<file path="config.mk">
export PLATFORM = sky130hd
export DESIGN_NAME = whitened_noise_bounded_random_flat
export DESIGN_NICKNAME = d
export VERILOG_FILES = /design/src/hw/rtl/whbr_pkg.sv /design/src/hw/rtl/whbr_noise_if.sv /design/src/hw/rtl/whbr_value_if.sv /design/src/hw/rtl/whitened_noise_bounded_random.sv /design/src/flat_wrapper.sv
export SDC_FILE = /design/constraint.sdc
export NUM_CORES = 1
export LEC_CHECK = 0
export ABC_AREA = 1
export ABC_CLOCK_PERIOD_IN_PS = 4380
export BUFFER_PORTS_ARGS = -buffer_cell sky130_fd_sc_hd__buf_2
export CAP_MARGIN = 0
export CORE_MARGIN = 10
export CORE_UTILIZATION = 60
export DETAILED_ROUTE_END_ITERATION = 6
export PLACE_DENSITY = 0.78
export SYNTH_ARGS = -nofsm -noshare
export SYNTH_HDL_FRONTEND = slang
export SYNTH_SLANG_ARGS = --single-unit
</file>
<file path="constraint.sdc">
create_clock -name clk -period 4.38 [get_ports clk]
set_input_delay 0.219 -clock clk [delete_from_list [all_inputs] [get_ports clk]]
set_output_delay 0.219 -clock clk [all_outputs]
set_load 0.01 [all_outputs]
</file>
<file path="src/hw/rtl/whbr_pkg.sv">
`timescale 1ns / 1ps
// ----------------------------------------------------------------------------
// whbr_pkg: shared types for the whitened-noise bounded random generator
// Value width, register index codes and the leading-one helper.
// ----------------------------------------------------------------------------
package whbr_pkg;

    localparam int VALUE_W = 32;
    localparam int INDEX_W = 1;

    typedef logic [VALUE_W-1:0] value_t;

    typedef enum logic [INDEX_W-1:0] {
        REG_RANGE_LOW  = 1'b0,
        REG_RANGE_HIGH = 1'b1
    } reg_index_t;

    // Keep only the most significant set bit of x (zero stays zero)
    function automatic value_t msb_only(value_t x);
        value_t s;
        s = x;
        s = s | (s >> 1);
        s = s | (s >> 2);
        s = s | (s >> 4);
        s = s | (s >> 8);
        s = s | (s >> 16);
        return s & ~(s >> 1);
    endfunction

endpackage

</file>
<file path="src/hw/rtl/whbr_noise_if.sv">
`timescale 1ns / 1ps
// ----------------------------------------------------------------------------
// whbr_noise_if: raw noise bit channel
// Valid/ready channel carrying one raw noise bit per transfer.
// ----------------------------------------------------------------------------
interface whbr_noise_if;
    logic valid;
    logic ready;
    logic noise_bit;

    modport source (output valid, output noise_bit, input ready);
    modport sink   (input valid, input noise_bit, output ready);
endinterface

</file>
<file path="src/hw/rtl/whbr_value_if.sv">
`timescale 1ns / 1ps
// ----------------------------------------------------------------------------
// whbr_value_if: bounded random value channel
// Valid/ready channel carrying one signed random value per transfer.
// ----------------------------------------------------------------------------
interface whbr_value_if;
    import whbr_pkg::*;

    logic                      valid;
    logic                      ready;
    logic signed [VALUE_W-1:0] random_value;

    modport source (output valid, output random_value, input ready);
    modport sink   (input valid, input random_value, output ready);
endinterface

</file>
<file path="src/hw/rtl/whitened_noise_bounded_random.sv">
`timescale 1ns / 1ps
// ----------------------------------------------------------------------------
// whitened_noise_bounded_random: debiased noise to uniform bounded values
// Two von Neumann stages whiten raw noise bits; whitened bits fill a value
// MSB first with rejection against the span, and results land in an output
// register that decouples the two channels.
// ----------------------------------------------------------------------------
// The block takes one raw noise bit per clock while ready is high and produces
// a result in the register stage right behind it, so an accepted bit that
// completes a value shows up on the value channel in the next cycle; a new
// bit is taken every cycle as long as no range rebuild is under way and the
// output register is empty or being drained. About sixteen raw bits make one
// whitened bit on unbiased noise; a value needs one whitened bit per bit of
// span - 1 plus retries on rejection. Each write to range_low or range_high
// holds noise ready low while the span and range flag, then its top bit, are
// rebuilt in two register steps; a write abandons the value in progress.
// ----------------------------------------------------------------------------
module whitened_noise_bounded_random (
    input  logic                    clk,
    input  logic                    rst_n,
    whbr_noise_if.sink              noise,
    whbr_value_if.source            value,
    input  logic                    wr_en,
    input  whbr_pkg::reg_index_t    wr_index,
    input  whbr_pkg::value_t        wr_data
);
    import whbr_pkg::*;

    localparam value_t RESET_LOW  = value_t'(0);
    localparam value_t RESET_HIGH = value_t'(256);

    // Configuration and derived range state
    value_t     range_low_reg,  range_low_next;
    value_t     range_high_reg, range_high_next;
    value_t     span_reg;
    value_t     top_reg;
    logic       degen_reg;
    logic [1:0] settle_reg,     settle_next;

    // Whitening and fill state
    logic       s1_have_reg, s1_have_next;
    logic       s1_bit_reg,  s1_bit_next;
    logic       s2_have_reg, s2_have_next;
    logic       s2_bit_reg,  s2_bit_next;
    value_t     partial_reg, partial_next;
    value_t     bitpos_reg,  bitpos_next;

    // Output register
    logic       out_valid_reg, out_valid_next;
    value_t     out_value_reg, out_value_next;

    value_t     span_calc;
    value_t     bp;
    value_t     pv;
    value_t     bp_shift;
    value_t     sum;
    logic       fire;
    logic       whit;

    assign fire        = noise.valid && noise.ready;
    assign noise.ready = (settle_reg == 2'd0) && (!out_valid_reg || value.ready);
    assign value.valid = out_valid_reg;
    assign value.random_value = $signed(out_value_reg);

    assign span_calc = range_high_reg - range_low_reg;

    // Write configuration registers
    always_comb
    begin
        range_low_next  = range_low_reg;
        range_high_next = range_high_reg;
        settle_next     = (settle_reg != 2'd0) ? settle_reg - 2'd1 : 2'd0;
        if (wr_en)
        begin
            settle_next = 2'd2;
            unique case (wr_index)
                REG_RANGE_LOW:  range_low_next  = wr_data;
                REG_RANGE_HIGH: range_high_next = wr_data;
                default:        range_low_next  = range_low_reg;
            endcase
        end
    end

    // Whiten, fill and reject
    always_comb
    begin
        s1_have_next   = s1_have_reg;
        s1_bit_next    = s1_bit_reg;
        s2_have_next   = s2_have_reg;
        s2_bit_next    = s2_bit_reg;
        partial_next   = partial_reg;
        bitpos_next    = bitpos_reg;
        out_valid_next = out_valid_reg && !value.ready;
        out_value_next = out_value_reg;
        whit           = 1'b0;

        bp       = (bitpos_reg == '0) ? top_reg : bitpos_reg;
        pv       = noise.noise_bit ? (partial_reg | bp) : partial_reg;
        bp_shift = bp >> 1;
        sum      = pv + range_low_reg;

        if (fire)
        begin
            if (!s1_have_reg)
            begin
                s1_bit_next  = noise.noise_bit;
                s1_have_next = 1'b1;
            end
            else
            begin
                s1_have_next = 1'b0;
                if (s1_bit_reg != noise.noise_bit)
                begin
                    if (!s2_have_reg)
                    begin
                        s2_bit_next  = noise.noise_bit;
                        s2_have_next = 1'b1;
                    end
                    else
                    begin
                        s2_have_next = 1'b0;
                        whit         = (s2_bit_reg != noise.noise_bit);
                    end
                end
            end
        end

        if (whit)
        begin
            if (degen_reg)
            begin
                // Empty or single-value range: emit the lower bound
                out_valid_next = 1'b1;
                out_value_next = range_low_reg;
            end
            else if (pv >= span_reg)
            begin
                // Reject and restart at the top bit
                partial_next = '0;
                bitpos_next  = top_reg;
            end
            else if (bp_shift == '0)
            begin
                out_valid_next = 1'b1;
                out_value_next = sum;
                partial_next   = '0;
                bitpos_next    = '0;
            end
            else
            begin
                partial_next = pv;
                bitpos_next  = bp_shift;
            end
        end

        // Drop the value in progress on any register write
        if (wr_en)
        begin
            partial_next = '0;
            bitpos_next  = '0;
        end
    end

    // Control and configuration registers
    always_ff @(posedge clk or negedge rst_n)
    begin
        if (!rst_n)
        begin
            range_low_reg  <= RESET_LOW;
            range_high_reg <= RESET_HIGH;
            span_reg       <= RESET_HIGH - RESET_LOW;
            top_reg        <= msb_only(RESET_HIGH - RESET_LOW - value_t'(1));
            degen_reg      <= 1'b0;
            settle_reg     <= 2'd0;
            s1_have_reg    <= 1'b0;
            s1_bit_reg     <= 1'b0;
            s2_have_reg    <= 1'b0;
            s2_bit_reg     <= 1'b0;
            partial_reg    <= '0;
            bitpos_reg     <= '0;
            out_valid_reg  <= 1'b0;
        end
        else
        begin
            range_low_reg  <= range_low_next;
            range_high_reg <= range_high_next;
            span_reg       <= span_calc;
            top_reg        <= msb_only(span_reg - value_t'(1));
            degen_reg      <= ($signed(range_low_reg) >= $signed(range_high_reg))
                              || (span_calc == value_t'(1));
            settle_reg     <= settle_next;
            s1_have_reg    <= s1_have_next;
            s1_bit_reg     <= s1_bit_next;
            s2_have_reg    <= s2_have_next;
            s2_bit_reg     <= s2_bit_next;
            partial_reg    <= partial_next;
            bitpos_reg     <= bitpos_next;
            out_valid_reg  <= out_valid_next;
        end
    end

    // Result payload
    always_ff @(posedge clk)
    begin
        out_value_reg <= out_value_next;
    end

`ifndef NO_ASSERTIONS
    a_no_take_while_settling: assert property (@(posedge clk) disable iff (!rst_n)
        (settle_reg != 2'd0) |-> !noise.ready)
        else $error("noise taken while range state was rebuilding");

    a_bitpos_onehot0: assert property (@(posedge clk) disable iff (!rst_n)
        $onehot0(bitpos_reg))
        else $error("fill position is not a single bit");

    a_partial_below_span: assert property (@(posedge clk) disable iff (!rst_n)
        (settle_reg == 2'd0 && !degen_reg) |-> (partial_reg < span_reg))
        else $error("partial value reached the span");

    a_stages_hold_when_idle: assert property (@(posedge clk) disable iff (!rst_n)
        !fire |=> $stable({s1_have_reg, s2_have_reg}))
        else $error("whitening state moved without a transfer");

    a_result_from_transfer: assert property (@(posedge clk) disable iff (!rst_n)
        $rose(out_valid_reg) |-> $past(fire))
        else $error("result appeared without an accepted noise bit");
`endif

endmodule
</file>
<file path="src/flat_wrapper.sv">
// flat-port wrapper written by rule: the top's interface ports become plain ports
module whitened_noise_bounded_random_flat import whbr_pkg::*;
  (clk, rst_n, wr_en, wr_index, wr_data, noise_valid, noise_noise_bit, noise_ready, value_valid, value_random_value, value_ready);
  whbr_noise_if noise_i ();
  whbr_value_if value_i ();
  input  logic clk;
  input  logic rst_n;
  input  logic wr_en;
  input  whbr_pkg::reg_index_t wr_index;
  input  whbr_pkg::value_t wr_data;
  input wire logic [$bits(noise_i.valid)-1:0] noise_valid;
  input wire logic [$bits(noise_i.noise_bit)-1:0] noise_noise_bit;
  output wire logic [$bits(noise_i.ready)-1:0] noise_ready;
  output wire logic [$bits(value_i.valid)-1:0] value_valid;
  output wire logic [$bits(value_i.random_value)-1:0] value_random_value;
  input wire logic [$bits(value_i.ready)-1:0] value_ready;
  assign noise_i.valid = noise_valid;
  assign noise_i.noise_bit = noise_noise_bit;
  assign noise_ready = noise_i.ready;
  assign value_valid = value_i.valid;
  assign value_random_value = value_i.random_value;
  assign value_i.ready = value_ready;
  whitened_noise_bounded_random u_core (.clk(clk), .rst_n(rst_n), .noise(noise_i), .value(value_i), .wr_en(wr_en), .wr_index(wr_index), .wr_data(wr_data));
endmodule
</file>
Word-level counts from Yosys, hierarchy flattened. Index checks and enable logic that the tools add are counted.

Output and inout bits: 34. Bits in registers: 232. Input port bits: 39.

Multiplexer cells: 27. Reductions and logical operators: 20. Bitwise operators: 11. Magnitude comparators: 2. Equal/unequal tests: 5. Add/subtract/negate cells: 4.

Operator list (count): $mux W32 (14); $ge A32 B32 Y1 (2); $logic_not A32 Y1 (2); $add A32 B32 Y32 (1); $and A32 B32 Y32 (1); $eq A32 B1 Y1 const B (1); $not A31 Y32 (1); $or A32 B16 Y32 (1); $or A32 B24 Y32 (1); $or A32 B28 Y32 (1); $or A32 B30 Y32 (1); $or A32 B31 Y32 (1); $or A32 B32 Y32 (1); $sub A32 B1 Y32 const B (1); $sub A32 B32 Y32 (1); $mux W31 (1); $mux W1 (10); $reduce_and A2 Y1 (4); $reduce_and A3 Y1 (2); $reduce_bool A2 Y1 (3); $mux W2 (2); $reduce_and A4 Y1 (1); $logic_and A1 B1 Y1 (3); $not A1 Y1 (3); other kinds (7) (10).

Logic depth before layout (Yosys ltp). Gate-level depths: netlist of run 1.

Depth in word-level cells: 9. Mapped depth: 24. Depth with buffers taken out: 22.

Worst setup path after synthesis of run 1. Ideal clock, no wire load.

Path kind: register to register. From: register u_core.bitpos_reg[31]. To: register u_core.out_value_reg[0], in the netlist u_core.value.random_value[0] (enable). Setup slack: 0.526 ns. Cell stages (with the launch flop): 24. Data arrival time: 3.467 ns. Period minus slack after synthesis: 3.854 ns. Path through: dfrtp_1 nor2_1 nand2_1 nor2_1 nand2_1 nor2_4 buf_2 a21oi_1 o21bai_1 ha_1 inv_1 nor2_1 nor2_1 o21ai_0 nand2_1 nand3_1 nand2_1 nand2_1 nand2_1 nand3_2 clkbuf_1 nand2_1 nand3_1 inv_1.

Word-level cells in the longest chain between the ends: 7.

Ends and longest elaborated chain: start, declared (line whitened_noise_bounded_random.sv:46) `value_t bitpos_reg, bitpos_next;`; start signal, assigned (line whitened_noise_bounded_random.sv:197) `bitpos_reg <= bitpos_next;`; $logic_not A32 Y1 (line whitened_noise_bounded_random.sv:97) `bp = (bitpos_reg == '0) ? top_reg : bitpos_reg;`; $mux W32 * (line whitened_noise_bounded_random.sv:97); $or A32 B32 Y32 (line whitened_noise_bounded_random.sv:98) `pv = noise.noise_bit ? (partial_reg | bp) : partial_reg;`; $mux W32 (line whitened_noise_bounded_random.sv:98); $ge A32 B32 Y1 (line whitened_noise_bounded_random.sv:136) `else if (pv >= span_reg)`; $ne A2 B1 Y1 (no line); $reduce_and A3 Y1 (no line) *; end signal, assigned (line whitened_noise_bounded_random.sv:205) `out_value_reg <= out_value_next;`; end, declared (line whitened_noise_bounded_random.sv:50) `value_t out_value_reg, out_value_next;`.

Every way passes the cells marked *; elsewhere a longest branch is shown, timed or not. A chain may end at the register's enable or synchronous reset.

Worst setup path after layout of run 1.
From: register u_core.bitpos_reg[3]. To: register u_core.bitpos_reg[25].

Word-level cells in the longest chain between the ends: 9.

Ends and longest elaborated chain: $logic_not A32 Y1 (line whitened_noise_bounded_random.sv:97); $mux W32 * (line whitened_noise_bounded_random.sv:97); $or A32 B32 Y32 (line whitened_noise_bounded_random.sv:98); $mux W32 (line whitened_noise_bounded_random.sv:98); $ge A32 B32 Y1 (line whitened_noise_bounded_random.sv:136); $mux W32 * (line whitened_noise_bounded_random.sv:136); $mux W32 * (line whitened_noise_bounded_random.sv:130) `if (degen_reg)`; $mux W32 * (line whitened_noise_bounded_random.sv:128) `if (whit)`; $mux W32 * (line whitened_noise_bounded_random.sv:157) `if (wr_en)`.

Every way passes the cells marked *; elsewhere a longest branch is shown, timed or not. The select of a mux whose other input is x is not followed.

==> results.toml, run 1 <==
[status]
run_status = "finished clean"

[pwr]
p_per_area_nw_per_um2 = 470.2
peakVddDrop_mv = 0.4242
total_leakage_power_nw = 10.04

[placement]
place.gp.congestion = 0.9854
place_ws_ns = 0.3665
half_perimeter_wire_length_after_detailed_placement_mm = 40.48
place.port_buffers = 72

[drt]
detail_route.iter0.violations = 1706
drtPass1Iterations = 6
avgRoutedWirePerCell_um = 18.27
post-route-drc-count = 0
wirelength_mm = 52.34
ant_nets = 0
vias = 16338
detail_route.vias_per_cell = 5.703

[yosys]
leading_post_synthesis_cells_by_cell_area = "sky130_fd_sc_hd__dfrtp_1, sky130_fd_sc_hd__nand2_1, sky130_fd_sc_hd__ha_1, sky130_fd_sc_hd__inv_1, sky130_fd_sc_hd__edfxtp_1"
most_instantiated_flip_flop_cell_in_the_synthesis_netlist = "sky130_fd_sc_hd__dfrtp_1"
syn-num-nets = 2530
synth_area_leader_cell = "sky130_fd_sc_hd__dfrtp_1"
synth_edf_count = 32
synth_seq_cells = 232
ys_top_cells_by_count = "sky130_fd_sc_hd__nand2_1, sky130_fd_sc_hd__inv_1, sky130_fd_sc_hd__nor2_1"
cell_count_after_synthesis = 2361
synth.top_cell.area_share_pct = 29.54
synth_area_um2 = 16690
fraction_of_the_yosys_area_taken_by_sequential_cells_pct = 35.76
synthesis.area_per_instance_um2 = 7.069
async_flop_share_pct = 86.21
ys_warn_count = 0
synthMostInstantiatedCell = "sky130_fd_sc_hd__nand2_1"
netlist-cell-type-count = 50

[floorplan]
fp-row-count = 60
ioPinCount = 73
coreArea_um2 = 27180
design.die.area_um2 = 34890
fp.dieH_um = 186.8
die_extent_in_x_um = 186.8
start_util_pct = 61.42

[cts]
cts_tree = "built"
cts.sink_count = 232
clk-insertion-delay-late_ns = 0.54
number_of_h_tree_branching_levels = 1
clockRootBuffer = "sky130_fd_sc_hd__clkbuf_16"
clock_path_buffers = 3
clk_pin_slew_worst_paths_ns = 0.06
number_of_post_cts_setup_repair_buffers = 0
cts_inserted_buffers = 27

[sta]
timing.setup.tns_ns = 0
worstMarginPinSlew_ns = 1.077
fmax_ghz = 0.2362
final_critical_path_setup_slack_ns = 0.1471
timing.final.max_slew_violations = 0
layout_worst_path_cycle_share_pct = 96.64
finClkSkew_ns = 0.01375
hold_viol_final = 0
setup_repair_after_global_routing_missed_its_margin = "false"
post-route-min-period_ns = 4.233
setup-violations-final = 0
timing.max_slew.rel_slack_pct = 28.23

[global_routing]
grt_antenna_before_repair = 1
grt_pass1_wl_mm = 84.01
grt_usage_pct = 29.41
overflow = 0
largest_net_degree_at_the_start_of_global_routing = 109
grt_pass1_vias = 16214

[setup_path]
worstPathCellList = "nor2_1 -> nand2_1 -> nor2_1 -> nand2_1 -> nor2_4 -> buf_4 -> a21oi_1 -> o21bai_1 -> ha_1 -> a21oi_1 -> o21ai_0 -> nand2_1 -> o211ai_1 -> a21oi_1 -> nand3_2 -> inv_2 -> buf_12 -> nand2_1 -> nand3_1 -> o21ai_0"
cp.arrival_ns = 4.60
critical_path.max_fanout = 78
worst_setup_path_end_kind = "flip-flop"
worst-path-buf-inv = 3
crit_top_cell = "sky130_fd_sc_hd__nand2_1"
worst_path_max_delay_cell = "sky130_fd_sc_hd__dfrtp_1"
criticalPathCategory = "reg -> reg"
path_delay_family = "compound AO/OA/AOI/OAI gates"
critPathMaxStageDelay_ns = 0.41
worst-endpoint-required_ns = 4.75
worstSetupStartpointType = "flip-flop"

[layout]
syn2layout_area_growth_pct = 12.83
insertedDiodeCount = 0
layout-drive-gt1-share_pct = 9.146
number_of_nets_in_the_finished_design = 2642

[worst_hold_path]
hp-class = "in -> reg"

[flow_run]
drv.max_cap_violation_count = 0
-- metrics by stage --
step | area [µm²] | power, W | hold slack (ns) | std cells | utilization [%]
final | 18830 | 0.008854 | 0.03374 | 2865 | 69.30
after global routing | 18830 | 0.009431 | 0.05206 | 2865 | 69.30
after CTS | 18830 | 0.008776 | 0.008036 | 2865 | 69.28
after detailed placement | 17530 | 0.006409 | 0.3917 | 2781 | 64.50
after global placement | 17530 | 0.006330 | 0.3739 | 2781 | 64.50
after floorplan | 16690 | 0.005337 | -0.07659 | 2361 | -
-- timing repair --
item	CTS	global route
hold buffers	35	0
endpoints found under the hold margin	169	0
resized for setup	0	2
setup endpoints to repair	0	2
-- worst paths after layout --
path | startpoint | endpoint | slack (ns) | cells past startpoint
worst min-delay path | noise_valid | u_core.s1_have_reg | 0.03 | 4
worst max register to register | u_core.bitpos_reg[3] | u_core.bitpos_reg[25] | 0.15 | 20
worst max-delay path | u_core.bitpos_reg[3] | u_core.bitpos_reg[25] | 0.15 | 20
worst min register to register | u_core.partial_reg[6] | u_core.partial_reg[6] | 0.48 | 2
min in group asynchronous | rst_n | u_core.s2_bit_reg | 0.36 | 2
max in group asynchronous | rst_n | u_core.range_low_reg[22] | 2.83 | 3
-- cell families (layout without fill, tap and decap cells) --
kind of cell / after synthesis / after routing / synth area share [%]
simple gates: 1185 / 1185 / 30.85
buf+inv: 404 / 536 / 9.348
xor+xnor: 32 / 32 / 1.679
compound gates: 378 / 378 / 12.53
flops: 232 / 232 / 35.76
fa+ha+maj: 130 / 130 / 9.835
-- area by class of cell --
type | instances | area [µm²]
multi-input combinational | 1725 | 9173
sequential | 232 | 5969
clock inverter | 8 | 77.57
clock buffer | 41 | 870.8
inverter | 352 | 1321
fill | 2308 | 8344
tap | 372 | 465.4
timing repair buffer | 135 | 954.7
-- report_power, final --
part / leakage [nW] / internal [W] / switching (W)
combinational: 6.68 / 0.00111 / 0.00256
sequential: 2.89 / 0.00249 / 0.000364
clock: 0.471 / 0.00143 / 0.000906
total: 10.0 / 0.00503 / 0.00382
-- cell usage in the layout, fill, tap and decap left out, drive strengths merged, types with 11 or more instances in the layout --
| cell type | netlist | layout |
|---|---|---|
| ha | 128 | 128 |
| nor3 | 32 | 32 |
| nand4 | 55 | 55 |
| dlygate4sd3 | 0 | 35 |
| dfrtp | 197 | 197 |
| nand3 | 113 | 113 |
| edfxtp | 32 | 32 |
| o21bai | 36 | 36 |
| or2 | 14 | 14 |
| nand3b | 11 | 11 |
| o211ai | 23 | 23 |
| nor2 | 248 | 248 |
| xor2 | 24 | 24 |
| a21oi | 120 | 120 |
| inv | 350 | 354 |
| buf | 15 | 99 |
| nand2 | 698 | 698 |
| clkbuf | 37 | 42 |
| o21ai | 179 | 179 |
-- worst min-delay path, stage by stage --
cell	delay, ns
sky130_fd_sc_hd__buf_2	0.08
sky130_fd_sc_hd__nand2_1	0.10
sky130_fd_sc_hd__nand2_1	0.08
sky130_fd_sc_hd__nand2_1	0.05
-- routing by layer --
metal  share of wire [%]  vias up  global-route usage, %
met5                   0        -                      0
met4                 4.3        0                  12.28
li1                    -     7826                      -
met3                 6.2      122                  3.426
met2                  47      662                  49.15
met1                  42     7728                  37.93
(Power assumes the default switching activity.)
==> run 2: changes to the inputs <==
CORE_UTILIZATION = 40   (was 60)
MAX_ROUTING_LAYER = met4   (was default)
PLACE_DENSITY = 0.56   (was 0.78)
==> results.toml, run 2 (synthesis results as in run 1) <==
[status]
run_status = "finished clean"

[sta]
setup-violations-final = 0
timing.setup.tns_ns = 0
finClkSkew_ns = 0.02345
timing.max_slew.rel_slack_pct = 26.15
setup_repair_after_global_routing_missed_its_margin = "false"
hold_slack_ns = 0.1478
post-route-min-period_ns = 4.050
layout_worst_path_cycle_share_pct = 92.46
hold_viol_final = 0
fmax_ghz = 0.2469
worstMarginPinSlew_ns = 1.108
timing.final.max_slew_violations = 0

[layout]
syn2layout_area_growth_pct = 14.42
number_of_nets_in_the_finished_design = 2645
layout_common_cells = "sky130_fd_sc_hd__nand2_1, sky130_fd_sc_hd__inv_1, sky130_fd_sc_hd__nor2_1"
fillCellCount = 4252
layout-drive-gt1-share_pct = 9.207
layout_commonest_cell = "sky130_fd_sc_hd__nand2_1"
finalInstanceArea_um2 = 19100

[pwr]
peakVddDrop_mv = 0.3303
power.net_switching_w = 0.003827
total_power_w = 0.008844
cell_internal_pwr_w = 0.005017
p_per_area_nw_per_um2 = 463.1
pwr-share-clk_pct = 26.5
pwr-share-comb_pct = 41.3
power.share.sequential_pct = 32.3
power.switching_fraction_pct = 43.27
total_leakage_power_nw = 10.07

[drt]
wirelength_mm = 54.00
vias = 15577
post-route-drc-count = 0
drtPass1Iterations = 6
avgRoutedWirePerCell_um = 17.81
detail_route.vias_per_cell = 5.139
ant_nets = 0
detail_route.iter0.violations = 1088

[setup_path]
worstPathCellList = "nor2_1 -> nand2_1 -> nor2_1 -> nand2_1 -> buf_4 -> o21ai_0 -> nand2_1 -> o21bai_1 -> ha_1 -> nand2_1 -> nor2_1 -> a21oi_1 -> nand2_1 -> a21boi_0 -> inv_1 -> or2_2 -> nand3_1 -> o21ai_0"
worst_setup_path_end_kind = "flip-flop"
path_delay_family = "simple AND/OR/NAND/NOR gates"
worstSetupStartpointType = "flip-flop"
worst-path-buf-inv = 2
crit_top_cell = "sky130_fd_sc_hd__nand2_1"
criticalPathCategory = "reg -> reg"
critPathMaxStageDelay_ns = 0.51
cp.arrival_ns = 4.33
worst_path_max_delay_cell = "sky130_fd_sc_hd__o21bai_1"
critical_path.max_fanout = 10
worst-endpoint-required_ns = 4.66

[global_routing]
grt.met2_usage_pct = 36.39
global_route.peak_usage_layer = "met2"
grt_pass1_vias = 15234
globalRouteMet3Util_pct = 1.887
grtUsageMet1_pct = 28.26
grt_pass1_wl_mm = 84.77
grt_antenna_before_repair = 0
grt_usage_pct = 21.84
largest_net_degree_at_the_start_of_global_routing = 112
overflow = 0

[placement]
place.port_buffers = 72
place.gp.congestion = 1.019
half_perimeter_wire_length_after_detailed_placement_mm = 43.00
postPlaceCellArea_um2 = 17800

[floorplan]
design.die.area_um2 = 50300
coreArea_um2 = 41020
start_util_pct = 40.69
fp.dieH_um = 224.3
fp-row-count = 74
die_extent_in_x_um = 224.3
ioPinCount = 73

[cts]
clk-insertion-delay-late_ns = 0.57
clock_path_buffers = 3
cts_inserted_buffers = 29
cts_tree = "built"
clockRootBuffer = "sky130_fd_sc_hd__clkbuf_16"
number_of_h_tree_branching_levels = 1
number_of_post_cts_setup_repair_buffers = 0
clk_pin_slew_worst_paths_ns = 0.06
cts.sink_count = 232

[worst_hold_path]
hp-class = "in -> reg"

[flow_run]
drv.max_cap_violation_count = 0
## run 2: cell type report
type	count	area, µm²	area share, %
Timing Repair Buffer	136	1025	5.366
Tap cell	532	665.6	3.486
Multi-Input combinational cell	1725	9184	48.09
Clock buffer	44	852.1	4.462
Clock inverter	9	77.57	0.4062
Inverter	352	1321	6.919
Antenna cell	1	2.502	0.01310
Sequential cell	232	5969	31.26
## run 2: power groups by stage
stage	logic (W)	registers [W]	clock network, W
after floorplan	0.00262	0.00271	0
after global placement	0.00358	0.00288	0
after detailed placement	0.00362	0.00288	0
after CTS	0.00366	0.00284	0.00240
after global routing	0.00413	0.00288	0.00249
final	0.00365	0.00285	0.00234
## run 2: timing repair
action / in CTS / in global routing
endpoints found under the hold margin: 176 / 0
setup endpoints to repair: 0 / 4
gates resized for setup: 0 / 5
hold buffers: 35 / 0
## run 2: stage by stage
stage	util, %	instances	worst slack, ns
3_3_place_gp	43.40	2942	0.2452
4_1_cts	46.52	3030	0.2120
2_1_floorplan	-	2361	0.5261
3_5_place_dp	43.40	2942	0.2154
6_report	46.56	3031	0.3302
5_1_grt	46.55	3030	0.01462
## run 2: tightest hold or removal path, stage by stage
cell and delay (ns):
sky130_fd_sc_hd__buf_2 0.13, sky130_fd_sc_hd__xor2_1 0.07, sky130_fd_sc_hd__nand3_1 0.15, sky130_fd_sc_hd__o31ai_1 0.08
## run 2: path summary, 6_finish.rpt
check | start | endpoint | slack [ns] | cells after the start
max | u_core.bitpos_reg[27] | u_core.value.random_value[23] | 0.33 | 18
min | noise_noise_bit | u_core.s2_bit_reg | 0.15 | 4
max reg2reg | u_core.bitpos_reg[27] | u_core.value.random_value[23] | 0.33 | 18
min reg2reg | u_core.settle_reg[0] | u_core.settle_reg[0] | 0.46 | 1
max in group asynchronous | rst_n | u_core.range_high_reg[24] | 2.97 | 3
min in group asynchronous | rst_n | u_core.partial_reg[4] | 0.34 | 2
## run 2: layer usage
metal	wire, µm	vias up
met5	0	-
met4	1399	0
met3	1986	79
met2	25840	317
met1	24780	7338
li1	-	7843
==> run 3: changes to the inputs <==
CORE_UTILIZATION = 60   (was 40)
PLACE_DENSITY = 0.78   (was 0.56)
==> results.toml, run 3 (synthesis results as in run 1) <==
[drt]
avgRoutedWirePerCell_um = 18.21
detail_route.vias_per_cell = 5.640
ant_nets = 0
drtPass1Iterations = 6
detail_route.iter0.violations = 1409
post-route-drc-count = 0
vias = 16153
wirelength_mm = 52.16

[layout]
finalNonFillerCells = 2864
layout-drive-gt1-share_pct = 8.909
layout_common_cells = "sky130_fd_sc_hd__nand2_1, sky130_fd_sc_hd__inv_1, sky130_fd_sc_hd__nor2_1"
number_of_nets_in_the_finished_design = 2641
fillCellCount = 2317
insertedDiodeCount = 0
finalInstanceArea_um2 = 18780
area_taken_by_multi_input_logic_gates_um2 = 9180
syn2layout_area_growth_pct = 12.53
register_cell_area_after_layout_um2 = 5969
layout_commonest_cell = "sky130_fd_sc_hd__nand2_1"

[placement]
place.gp.congestion = 0.9818
place.port_buffers = 72
postPlaceCellArea_um2 = 17520
count_of_placed_standard_cells_including_taps = 2780
half_perimeter_wire_length_after_detailed_placement_mm = 40.52

[pwr]
total_leakage_power_nw = 10.01
peakVddDrop_mv = 0.3580
power.net_switching_w = 0.003820
cell_internal_pwr_w = 0.004950
pwr-share-comb_pct = 41.9
pwr-share-clk_pct = 25.6
power.switching_fraction_pct = 43.56
power.share.sequential_pct = 32.5
total_power_w = 0.008771
p_per_area_nw_per_um2 = 466.9

[sta]
setup-violations-final = 0
timing.max_slew.rel_slack_pct = 26.00
hold_slack_ns = 0.01581
fmax_ghz = 0.2469
post-route-min-period_ns = 4.050
setup_repair_after_global_routing_missed_its_margin = "false"
hold_viol_final = 0
worstMarginPinSlew_ns = 1.107
timing.final.max_slew_violations = 0
layout_worst_path_cycle_share_pct = 92.47
finClkSkew_ns = 0.01265
timing.setup.tns_ns = 0

[cts]
clockRootBuffer = "sky130_fd_sc_hd__clkbuf_16"
clk_pin_slew_worst_paths_ns = 0.06
number_of_h_tree_branching_levels = 1
clock_path_buffers = 3
cts.sink_count = 232
cts_tree = "built"
clk-insertion-delay-late_ns = 0.54
cts_inserted_buffers = 26

[setup_path]
worstSetupStartpointType = "flip-flop"
worstPathCellList = "nor2_1 -> nand2_1 -> nor2_1 -> nand2_1 -> buf_4 -> o21ai_0 -> nand2_1 -> o21bai_1 -> ha_1 -> a21o_1 -> nor2_1 -> nand2_1 -> nand2_1 -> nand2_1 -> a21boi_0 -> inv_1 -> or2_2 -> nand3_1 -> o21ai_0"
worst-endpoint-required_ns = 4.64
cp.arrival_ns = 4.31
critPathMaxStageDelay_ns = 0.40
criticalPathCategory = "reg -> reg"
worst_path_max_delay_cell = "sky130_fd_sc_hd__o21bai_1"
worst_setup_path_end_kind = "flip-flop"
critical_path.max_fanout = 14
crit_top_cell = "sky130_fd_sc_hd__nand2_1"
regToRegSetupSlack_ns = 0.33

[global_routing]
grt_usage_pct = 30.00
grt_pass1_wl_mm = 83.06
grt_pass1_vias = 15945
overflow = 0
grt_antenna_before_repair = 0
largest_net_degree_at_the_start_of_global_routing = 117

[floorplan]
design.die.area_um2 = 34890
ioPinCount = 73
fp-row-count = 60
die_extent_in_x_um = 186.8
start_util_pct = 61.42
coreArea_um2 = 27180
fp.dieH_um = 186.8

[status]
run_status = "finished clean"

[flow_run]
drv.max_cap_violation_count = 0

[worst_hold_path]
hp-class = "in -> reg"
## run 3: cell count changes in the layout (fill, tap and decap cells not counted), moves of 2 or more
| cell | change |
|---|---|
| sky130_fd_sc_hd__clkbuf_8 | -6 |
| sky130_fd_sc_hd__buf_12 | -4 |
| sky130_fd_sc_hd__buf_4 | +3 |
| sky130_fd_sc_hd__clkinv_2 | -2 |
| sky130_fd_sc_hd__o21bai_1 | +2 |
| sky130_fd_sc_hd__o21bai_2 | -2 |
## run 3: power groups by stage
stage | sequential [W] | clock [W] | combinational, W
2_1_floorplan | 0.00271 | 0 | 0.00262
3_3_place_gp | 0.00286 | 0 | 0.00347
3_5_place_dp | 0.00287 | 0 | 0.00355
4_1_cts | 0.00283 | 0.00226 | 0.00360
5_1_grt | 0.00287 | 0.00236 | 0.00412
6_report | 0.00285 | 0.00224 | 0.00367
## run 3: cell type report
| cell class | instances | area share [%] |
|---|---|---|
| Clock inverter | 9 | 0.5662 |
| Inverter | 352 | 7.034 |
| Timing Repair Buffer | 135 | 5.149 |
| Multi-Input combinational cell | 1725 | 48.87 |
| Tap cell | 372 | 2.478 |
| Sequential cell | 232 | 31.78 |
| Clock buffer | 39 | 4.117 |
## run 3: metal layers
layer	GRT usage [%]	share of wire [%]	vias to the layer above
met2	48.25	47	664
met5	-	0	-
met1	37.56	42	7534
met3	3.445	6.5	134
li1	-	-	7821
met4	13.31	4.5	0
## run 3: worst max-delay path: cells and delay by family (launching register included)
kind                     cells  cell delay, ns
AO/OA/AOI/OAI                5            1.17
flip-flops                   1            0.39
adder cells (fa/ha/maj)      1            0.36
AND/OR/NAND/NOR             11            1.53
buffers and inverters        2            0.32
## run 3: path summary, 6_finish.rpt
path / from / to / cells after the start
min in group asynchronous: rst_n / u_core.partial_reg[2] / 2
max in group asynchronous: rst_n / u_core.span_reg[8] / 3
min reg2reg: u_core.settle_reg[0] / u_core.settle_reg[0] / 1
min: noise_valid / u_core.s1_have_reg / 4
max reg2reg: u_core.bitpos_reg[1] / u_core.value.random_value[23] / 19
max: u_core.bitpos_reg[1] / u_core.value.random_value[23] / 19
## run 3: what timing repair did
| action | CTS | global route |
|---|---|---|
| setup buffers | 0 | 1 |
| gates resized for setup | 0 | 4 |
| setup endpoints to repair | 0 | 65 |
| endpoints found under the hold margin | 179 | 0 |
| hold buffers | 35 | 0 |
## run 3: stage by stage
stage               setup WS (ns)  utilization, %
finish                     0.3299           69.12
global route              0.06878           69.12
CTS                        0.1130           69.00
detailed placement         0.1391           64.48
global placement           0.2637           64.48
floorplan                  0.5261               -
